[config.mk]
export PLATFORM = sky130hd
export DESIGN_NAME = percent_name_encoder
export DESIGN_NICKNAME = d
export VERILOG_FILES = /design/src/hw/rtl/pne_pkg.sv /design/src/hw/rtl/percent_name_encoder.sv
export VERILOG_INCLUDE_DIRS = /design/src /design/src/hw/rtl
export SDC_FILE = /design/constraint.sdc
export NUM_CORES = 1
export LEC_CHECK = 0
export ABC_AREA = 1
export CAP_MARGIN = 10
export CORE_UTILIZATION = 56
export DETAILED_ROUTE_END_ITERATION = 12
export DONT_BUFFER_PORTS = 1
export PLACE_DENSITY = 0.74
export SETUP_SLACK_MARGIN = 0.1
export SLEW_MARGIN = 20
export SYNTH_ARGS = -nofsm -noshare
export SYNTH_HDL_FRONTEND = slang
export SYNTH_SLANG_ARGS = --single-unit
[constraint.sdc]
create_clock -name clock -period 2 [get_ports clock]
set_clock_uncertainty 0.2 [all_clocks]
set_input_delay 0.4 -clock clock [delete_from_list [all_inputs] [get_ports clock]]
set_output_delay 0.4 -clock clock [all_outputs]
set_load 0.03 [all_outputs]
[src/hw/rtl/percent_name_encoder_assert.svh]
// Assertion macros shared by the encoder RTL.
// Clock and reset are the module ports clock and reset.
`ifndef PERCENT_NAME_ENCODER_ASSERT_SVH
`define PERCENT_NAME_ENCODER_ASSERT_SVH

// Same-cycle implication.
`define PNE_ASSERT_NOW(lbl, ante, cons, msg) \
   lbl: assert property (@(posedge clock) disable iff (reset) (ante) |-> (cons)) \
      else $error(msg);

// Next-cycle implication.
`define PNE_ASSERT_NEXT(lbl, ante, cons, msg) \
   lbl: assert property (@(posedge clock) disable iff (reset) (ante) |=> (cons)) \
      else $error(msg);

`endif

[src/hw/rtl/pne_pkg.sv]
`timescale 1ns / 1ps

package pne_pkg;

   localparam int unsigned MAX_NAME_BYTES_DEFAULT = 255;

   localparam logic [7:0] CHAR_PERCENT = 8'h25;
   localparam logic [7:0] CHAR_DOT     = 8'h2E;
   localparam logic [7:0] CHAR_SLASH   = 8'h2F;
   localparam logic [7:0] CHAR_NUL     = 8'h00;

   typedef enum logic [1:0] {
      ST_OK       = 2'd0,
      ST_TOO_LONG = 2'd1,
      ST_DOTS     = 2'd2,
      ST_BAD_BYTE = 2'd3
   } status_type;

   // Which character of an escape sequence goes out next.
   typedef enum logic [1:0] {
      PH_PCT = 2'd0,
      PH_HI  = 2'd1,
      PH_LO  = 2'd2
   } phase_type;

   function automatic logic [7:0] hex_char(input logic [3:0] nib);
      logic [7:0] ch;
      if (nib < 4'd10) begin
         ch = 8'h30 + {4'd0, nib};
      end else begin
         ch = 8'h37 + {4'd0, nib};
      end
      return ch;
   endfunction

   // Letters, digits, dot, underscore, hyphen.
   function automatic logic is_safe(input logic [7:0] b);
      return (b >= 8'h61 && b <= 8'h7A) || (b >= 8'h41 && b <= 8'h5A) ||
             (b >= 8'h30 && b <= 8'h39) || b == CHAR_DOT || b == 8'h5F ||
             b == 8'h2D;
   endfunction

endpackage

[src/hw/rtl/percent_name_encoder.sv]
`timescale 1ns / 1ps
// percent_name_encoder
// Percent-encodes a filename streamed one raw byte per request on req_*.
// req_tlast marks the final byte of a name. Safe bytes (letters, digits,
// '.', '_', '-') come out unchanged as one character on rsp_*; any other
// byte comes out as '%' and two uppercase hex digits, one character a
// cycle while rsp_tready is high. rsp_tuser[0] flags the last character
// of each input byte, rsp_tlast the last character of the name, and
// rsp_tuser[2:1] then carries the status (ok, too long, "." or "..",
// slash or NUL). Characters are emitted even for a bad name; the
// receiver drops names whose status is not ok. The byte of a request is
// registered in the holding register, each character then in the result
// register; a safe byte gives one character, an escaped byte three.
// A one-entry holding register sits in front of the result register, so a
// new request is taken in the cycle the previous one issues its last char.
// When a held result sees rsp_tready low, the result register and holding register freeze
// and req_tready drops once the holding register is occupied.
// Reset (synchronous, active high) empties both registers and restarts the
// name state: zero byte count, dots-only set, no bad byte seen.
`include "percent_name_encoder_assert.svh"

module percent_name_encoder
   import pne_pkg::*;
#(
   parameter int unsigned MAX_NAME_BYTES = MAX_NAME_BYTES_DEFAULT
) (
   input  logic       clock,
   input  logic       reset,
   input  logic       req_tvalid,
   output logic       req_tready,
   input  logic [7:0] req_tdata,  // [7:0] raw_byte
   input  logic       req_tlast,  // name_last
   output logic       rsp_tvalid,
   input  logic       rsp_tready,
   output logic [7:0] rsp_tdata,  // [7:0] out_char
   output logic       rsp_tlast,  // name_end
   output logic [2:0] rsp_tuser   // [0] run_last, [2:1] status
);

   // Count saturates at MAX_NAME_BYTES + 1.
   localparam int unsigned CountWidth = $clog2(MAX_NAME_BYTES + 2);
   localparam logic [CountWidth-1:0] CountMax = CountWidth'(MAX_NAME_BYTES);

   // Per-name running state.
   logic [CountWidth-1:0] count_ff, count_in;
   logic                  only_dots_ff, only_dots_in;
   logic                  bad_seen_ff, bad_seen_in;

   // Holding register: byte being expanded.
   logic       hold_valid_ff, hold_valid_in;
   logic [7:0] hold_byte_ff;
   logic       hold_last_ff;
   logic       hold_safe_ff;
   status_type hold_status_ff;
   phase_type  hold_phase_ff, hold_phase_in;

   // Result register.
   logic       rsp_valid_ff, rsp_valid_in;
   logic [7:0] rsp_char_ff;
   logic       rsp_run_last_ff;
   logic       rsp_name_end_ff;
   status_type rsp_status_ff;

   logic                  req_fire;
   logic                  out_load;
   logic                  hold_final;
   logic [7:0]            char_sel;
   logic [CountWidth-1:0] count_next;
   logic                  only_dots_next;
   logic                  bad_seen_next;
   status_type            status_next;

   assign out_load   = hold_valid_ff && (!rsp_valid_ff || rsp_tready);
   assign hold_final = hold_safe_ff || (hold_phase_ff == PH_LO);
   assign req_tready = !hold_valid_ff || (out_load && hold_final);
   assign req_fire   = req_tvalid && req_tready;

   // Name state as updated by the incoming byte.
   always_comb begin
      count_next     = (count_ff <= CountMax) ? count_ff + CountWidth'(1) : count_ff;
      only_dots_next = only_dots_ff && (req_tdata == CHAR_DOT);
      bad_seen_next  = bad_seen_ff || (req_tdata == CHAR_SLASH) ||
                       (req_tdata == CHAR_NUL);
      if (count_next > CountMax) begin
         status_next = ST_TOO_LONG;
      end else if (only_dots_next && count_next <= CountWidth'(2)) begin
         status_next = ST_DOTS;
      end else if (bad_seen_next) begin
         status_next = ST_BAD_BYTE;
      end else begin
         status_next = ST_OK;
      end
   end

   // Next state of the name counters, holding register and result valid.
   always_comb begin
      count_in      = count_ff;
      only_dots_in  = only_dots_ff;
      bad_seen_in   = bad_seen_ff;
      hold_valid_in = hold_valid_ff;
      hold_phase_in = hold_phase_ff;
      rsp_valid_in  = rsp_valid_ff;

      case (hold_phase_ff)
         PH_PCT:  char_sel = hold_safe_ff ? hold_byte_ff : CHAR_PERCENT;
         PH_HI:   char_sel = hex_char(hold_byte_ff[7:4]);
         PH_LO:   char_sel = hex_char(hold_byte_ff[3:0]);
         default: char_sel = CHAR_PERCENT;
      endcase

      if (rsp_tready) begin
         rsp_valid_in = 1'b0;
      end
      if (out_load) begin
         rsp_valid_in = 1'b1;
         if (hold_final) begin
            hold_valid_in = 1'b0;
         end else if (hold_phase_ff == PH_PCT) begin
            hold_phase_in = PH_HI;
         end else begin
            hold_phase_in = PH_LO;
         end
      end

      if (req_fire) begin
         hold_valid_in = 1'b1;
         hold_phase_in = PH_PCT;
         if (req_tlast) begin
            count_in     = '0;
            only_dots_in = 1'b1;
            bad_seen_in  = 1'b0;
         end else begin
            count_in     = count_next;
            only_dots_in = only_dots_next;
            bad_seen_in  = bad_seen_next;
         end
      end
   end

   always_ff @(posedge clock) begin
      if (reset) begin
         count_ff      <= '0;
         only_dots_ff  <= 1'b1;
         bad_seen_ff   <= 1'b0;
         hold_valid_ff <= 1'b0;
         hold_phase_ff <= PH_PCT;
         rsp_valid_ff  <= 1'b0;
      end else begin
         count_ff      <= count_in;
         only_dots_ff  <= only_dots_in;
         bad_seen_ff   <= bad_seen_in;
         hold_valid_ff <= hold_valid_in;
         hold_phase_ff <= hold_phase_in;
         rsp_valid_ff  <= rsp_valid_in;
      end
   end

   // Payload registers, no reset.
   always_ff @(posedge clock) begin
      if (req_fire) begin
         hold_byte_ff   <= req_tdata;
         hold_last_ff   <= req_tlast;
         hold_safe_ff   <= is_safe(req_tdata);
         hold_status_ff <= req_tlast ? status_next : ST_OK;
      end
      if (out_load) begin
         rsp_char_ff     <= char_sel;
         rsp_run_last_ff <= hold_final;
         rsp_name_end_ff <= hold_final && hold_last_ff;
         rsp_status_ff   <= (hold_final && hold_last_ff) ? hold_status_ff : ST_OK;
      end
   end

   assign rsp_tvalid = rsp_valid_ff;
   assign rsp_tdata  = rsp_char_ff;
   assign rsp_tlast  = rsp_name_end_ff;
   assign rsp_tuser  = {rsp_status_ff, rsp_run_last_ff};

   // A stalled result freezes the escape sequence in progress.
   `PNE_ASSERT_NEXT(a_stall_holds_phase,
      hold_valid_ff && rsp_valid_ff && !rsp_tready,
      hold_valid_ff && $stable(hold_phase_ff),
      "escape phase moved while result stalled")

   // A new request only replaces a byte that issues its last character now.
   `PNE_ASSERT_NOW(a_no_overwrite,
      req_tready && hold_valid_ff,
      out_load && hold_final,
      "holding register overwritten")

   // Status is only reported on the final character of a name.
   `PNE_ASSERT_NOW(a_status_at_end,
      rsp_valid_ff && !rsp_name_end_ff,
      rsp_status_ff == ST_OK,
      "status set away from name end")

   // The end of a name is also the end of its byte's characters.
   `PNE_ASSERT_NOW(a_end_is_run_last,
      rsp_valid_ff && rsp_name_end_ff,
      rsp_run_last_ff,
      "name end without run end")

endmodule
Word level (Yosys, flattened, before mapping)
Cells that the tools add are included.
{"block": "totals", "reg_bits": 39, "latch_bits": 0, "mem_bits_rw": 0, "mem_bits_ro": 0, "in_bits": 13, "out_inout_bits": 14, "mem_count": 0}
{"block": "classes", "n_addsub": 5, "n_mul": 0, "n_div": 0, "order_cmp": 11, "eq_ne": 6, "shifts": 0, "n_mux": 17, "n_bitwise": 2, "n_reduce_logical": 30}
{"operator": "$add A6 B4 Y7 const A", "n": 4}
{"operator": "$eq A8 B6 Y1 const B", "n": 3}
{"operator": "$pmux W8 S3", "n": 1}
{"operator": "$mux W9", "n": 2}
{"operator": "$ge A8 B7 Y1 const B", "n": 2}
{"operator": "$le A8 B7 Y1 const B", "n": 2}
{"operator": "$mux W7", "n": 2}
{"operator": "$logic_or A1 B1 Y1", "n": 10}
{"operator": "$add A9 B1 Y9 const B", "n": 1}
{"operator": "$gt A9 B8 Y1 const B", "n": 1}
{"operator": "$le A9 B2 Y1 const B", "n": 1}
{"operator": "$le A9 B8 Y1 const B", "n": 1}
{"operator": "$logic_and A1 B1 Y1", "n": 9}
{"operator": "$eq A8 B7 Y1 const B", "n": 1}
{"operator": "$ge A8 B6 Y1 const B", "n": 1}
{"operator": "$le A8 B6 Y1 const B", "n": 1}
{"operator": "$logic_not A8 Y1", "n": 1}
{"operator": "$lt A4 B4 Y1 const B", "n": 2}
{"operator": "$mux W1", "n": 8}
{"operator": "$mux W8", "n": 1}
{"operator": "$mux W2", "n": 3}
{"operator": "$reduce_bool A2 Y1", "n": 3}
{"operator": "$reduce_and A2 Y1", "n": 2}
{"operator": "$reduce_or A2 Y1", "n": 2}
{"operator": "other kinds (5)", "n": 7}

Logic depth before layout (Yosys ltp)
{"block": "logic_depth", "depth_word": 8, "mapped_depth": 14}

Worst setup path after synthesis
OpenSTA, ideal clock, no wires.
{"block": "synth_timing", "kind": "register to register", "start": "register count_ff[0]", "end": "register hold_status_ff[0] (data pin)", "setup_time_ps": 264, "t_arrival_ps": 1400, "t_required_ps": 1536, "slack_ps": 135, "path_stages_with_launch": 14, "n_path_buf": 0, "period_less_slack_ps": 1865, "path_cell_list": "dfxtp_1 > ha_1 > nand2_1 > clkinv_1 > nand2_2 > nand3_4 > nand2_4 > nand2_1 > o21ai_1 > nand2_1 > nor2_1 > nand2_1 > nand2_1 > a21oi_1"}
{"block": "synth_via", "elab_chain_len": 6}
{"element": "start, declared", "line": "percent_name_encoder.sv:45", "rtl": "logic [CountWidth-1:0] count_ff, count_in;"}
{"element": "start signal, assigned", "line": "percent_name_encoder.sv:149", "rtl": "count_ff <= count_in;"}
{"element": "$add A9 B1 Y9 / $le A9 B8 Y1 (equally long branches)", "line": "percent_name_encoder.sv:80", "rtl": "count_next = (count_ff <= CountMax) ? count_ff + CountWidth'(1) : count_ff;"}
{"element": "$mux W9 (*)", "line": "percent_name_encoder.sv:80"}
{"element": "$le A9 B2 Y1", "line": "percent_name_encoder.sv:86", "rtl": "end else if (only_dots_next && count_next <= CountWidth'(2)) begin"}
{"element": "$logic_and A1 B1 Y1", "line": "percent_name_encoder.sv:86"}
{"element": "$mux W2", "line": "percent_name_encoder.sv:86"}
{"element": "$mux W1 (*)", "line": "percent_name_encoder.sv:84", "rtl": "if (count_next > CountMax) begin"}
{"element": "end signal, assigned", "line": "percent_name_encoder.sv:164", "rtl": "hold_status_ff <= req_tlast ? status_next : ST_OK;"}
{"element": "end, declared", "line": "percent_name_encoder.sv:54", "rtl": "status_type hold_status_ff;"}
Every way passes the cells marked *; elsewhere a longest branch is shown, timed or not.
A chain may end at the register's enable or synchronous reset.

Worst setup path after layout
{"block": "layout_timing", "start": "register count_ff[1]", "end": "register hold_status_ff[0] (data pin)"}
Same word-level chain as after synthesis.

==> metrics.md <==
| Metric | Value |
|---|---|
| Placed Instance Area | `0.00219 mm^2` |
| Fin area | `0.00254 mm^2` |
| Antenna Cells | `0` |
| Final core occ | `0.739` |
| FF-to-FF Start | `count_ff[1]` |
| Crit path buffers/inverters | `1` |
| Leak | `1.08 nW` |
| Routed via count | `1815` |
| Fraction of registers with async set/reset | `0` |
| DRC violations left | `0` |
| Clock sink count | `39` |
| Worst slew pin tran | `487 ps` |
| Final-report setup violation count | `0` |
| Distinct cells, synth | `40` |
| Fmax | `503 MHz` |
| Yosys warning total | `0` |
| CTS buffer count | `5` |
| Max Buffers Root-to-Sink | `2` |
| CP endpoint kind | `flip-flop` |
| DP Cell Count | `301` |
| Primary FF master, synth | `edfxtp_1` |
| Synth area leader | `edfxtp_1` |
| Peak VDD IR | `0.487 mV` |
| Worst-skew pair later-pin latency | `280 ps` |
| HP Start | `req_tdata[3]` |
| CP Cell Sequence | `ha_4 -> nand2_2 -> inv_4 -> nand2_4 -> nand3_4 -> nand3b_1 -> nand2_2 -> nand2_2 -> nand2_1 -> nor2_1 -> nand2_1 -> nand2_1 -> a21oi_1` |
| Largest net degree at the start of global routing | `15` |
| PortBufs | `0` |
| First-pass DRT Iterations | `4` |
| Hold Path Class | `input port to flip-flop` |
| EDFF count, synth | `24` |
| Die height | `63.1 um` |
| Post-synthesis sequential area ratio | `0.489` |
| Area grow syn2layout | `21.7%` |
| WL final | `4.65 mm` |
| Status | `finished, final reports clean` |
| Clk root buf | `clkbuf_8` |
| CP Max Fanout | `4` |
| Mapped Cells | `249` |
| Fillers | `230` |
| Worst Setup SP | `count_ff[1]` |
| Final Non-Filler Cells | `322` |
| Mapped Nets | `265` |
| Post-DR wirelength/cell | `14.4 um` |
| Worst path slowest cell | `dfxtp_4` |
| Core Rows | `21` |
| Die area | `0.00398 mm^2` |
| Max-cap violations | `0` |
| Slew headroom | `0.675` |
| Share of the synthesized area in the top cell type | `0.345` |
| Placer Congestion | `0.904` |
| Initial antenna violation count | `0` |
| H-tree Lvls | `2` |
| Largest stage delay on the critical path | `380 ps` |
| Initial Util | `0.607` |
| Pwr Density | `729 mW/mm^2` |
| Synthesized area | `0.00209 mm^2` |
| Vias per cell | `5.64` |
| Global-route wire length before repair | `7.04 mm` |
| Vias in the first global route | `1593` |
| Detailed placer's ending HPWL | `2.96 mm` |
| Minimum hold slack | `15.7 ps` |
| Crit path DAT | `1820 ps` |
| ANT nets after route | `0` |
| GRT Total Usage | `0.230` |
| #FFs+latches synth | `39` |
| Clock slew at reported path FFs | `80 ps` |
| Minimum clock period | `1990 ps` |
| Final Hold Viols | `0` |
| Share of cells above drive strength 1 | `0.239` |
| Final period utilization | `0.994` |
| Final Max Slew Viols | `0` |
| TritonCTS clock tree | `done` |
| Critical path launch point type | `flip-flop` |
| Top cells by area, synth | `edfxtp_1 35%, dfxtp_1 14%, nand2_1 11%, inv_1 7.0%, nor2_1 4.7%` |
| CP top delay family | `simple AND/OR/NAND/NOR gates` |
| WP data required | `1840 ps` |
| Chip width | `63.1 um` |
| Congestion Overflow GR | `0` |
| Starting DRT DRC Count | `167` |
| Unrepaired setup endpoints after global routing | `true` |
| Core Footprint | `0.00344 mm^2` |
| Syn Area/Cell | `8.39 um^2` |
| Fin nets | `291` |
| Critical path type | `flip-flop to flip-flop` |
| Ports | `27` |
[report_power, final]
part | leakage, nW | total, mW | internal [mW] | switching [mW]
Clock | 0.0636 | 0.710 | 0.448 | 0.262
Combinational | 0.661 | 0.192 | 0.0712 | 0.121
Sequential | 0.356 | 0.951 | 0.901 | 0.0503
[Yosys cell counts, types with 2 or more instances]
cell type and number:
nand2_2 2, dfxtp_1 15, nand3_1 9, o211ai_1 5
xor2_1 2, nor3_1 2, ha_1 3, o21ai_0 5
inv_2 3, o22ai_1 4, nand2_1 59, nor2_8 2
o21ai_1 2, a21oi_1 18, nor2_2 2, nor2_4 2
inv_1 39, edfxtp_1 24, clkinv_1 2, nor2_1 26
nand4_1 4
[metal layers]
layer,GRT usage,wire [um],up-vias
met5,0,0,-
met4,0.0872,151,0
met3,0.0543,349,18
met2,0.388,2230,92
met1,0.281,1910,820
li1,-,-,885
[cell usage in the layout, fill, tap and decap left out, drive strengths merged]
master / Yosys / routed
bufinv: 0 / 1
o31ai: 1 / 1
o211ai: 5 / 5
a41oi: 1 / 1
nand4: 4 / 4
xor2: 2 / 2
nand3b: 1 / 1
o41ai: 1 / 1
o2111ai: 1 / 1
nor2: 32 / 32
clkbuf: 1 / 7
o22ai: 4 / 4
clkinvlp: 0 / 1
inv: 43 / 44
ha: 3 / 3
buf: 1 / 19
o21ai: 8 / 8
o21a: 1 / 1
a211oi: 1 / 1
nand2: 62 / 62
a22oi: 1 / 1
o311ai: 1 / 1
a21oi: 19 / 19
dlygate4sd3: 0 / 2
dfxtp: 15 / 15
nor3: 2 / 2
o211a: 1 / 1
edfxtp: 24 / 24
nand3: 11 / 11
o221ai: 1 / 1
[timing repair]
action                                  in CTS  in global routing
pin swaps                                    8                 14
setup buffers                                6                  5
gates resized for setup                     16                 18
endpoints found under the hold margin        7                  1
cloned                                       0                  0
hold buffers                                 1                  1
endpoints found under the setup margin       3                  3
[layout make-up]
class / count / area [um^2] / area share
repair buffers: 21 / 183 / 0.0719
inverters: 45 / 180 / 0.0709
multi-input cells: 163 / 962 / 0.378
clock inverters: 1 / 30.0 / 0.0118
well taps: 46 / 57.6 / 0.0226
clock buffers: 7 / 97.6 / 0.0384
flip-flops and latches: 39 / 1030 / 0.406
[state kept, by name, indices dropped and copies added, names as in the netlist]
register	count
hold_safe_ff	1
hold_status_ff	2
rsp_run_last_ff	1
rsp_tlast	1
rsp_tdata	8
count_ff	9
hold_valid_ff	1
hold_last_ff	1
rsp_tvalid	1
only_dots_ff	1
hold_phase_ff	2
rsp_status_ff	2
bad_seen_ff	1
hold_byte_ff	8
[stage by stage]
stage                     setup slack [ps]  total power, mW  TNS (ps)
after floorplan                        135             1.09         0
after global placement                77.9             1.12         0
after detailed placement              22.0             1.13         0
after global routing                 -79.8             1.92     -79.8
after CTS                             91.6             1.84         0
final                                 12.9             1.85         0
[cells by family (layout without fill, tap and decap cells)]
kind of cell	after synthesis	count (layout)	share of synthesized area
simple gates	112	112	0.255
buf+inv	47	74	0.0875
compound gates	46	46	0.142
flops	39	39	0.489
fa+ha+maj	3	3	0.0180
xor+xnor	2	2	0.00839
[path summary, 6_finish.rpt]
kind	depth (start not counted)	slack, ps	end
min	0	20	hold_byte_ff[3]
min reg2reg	2	300	count_ff[6]
max	13	10	hold_status_ff[0]
max reg2reg	13	10	hold_status_ff[0]
No activity file was read; power rests on OpenSTA's default activity.
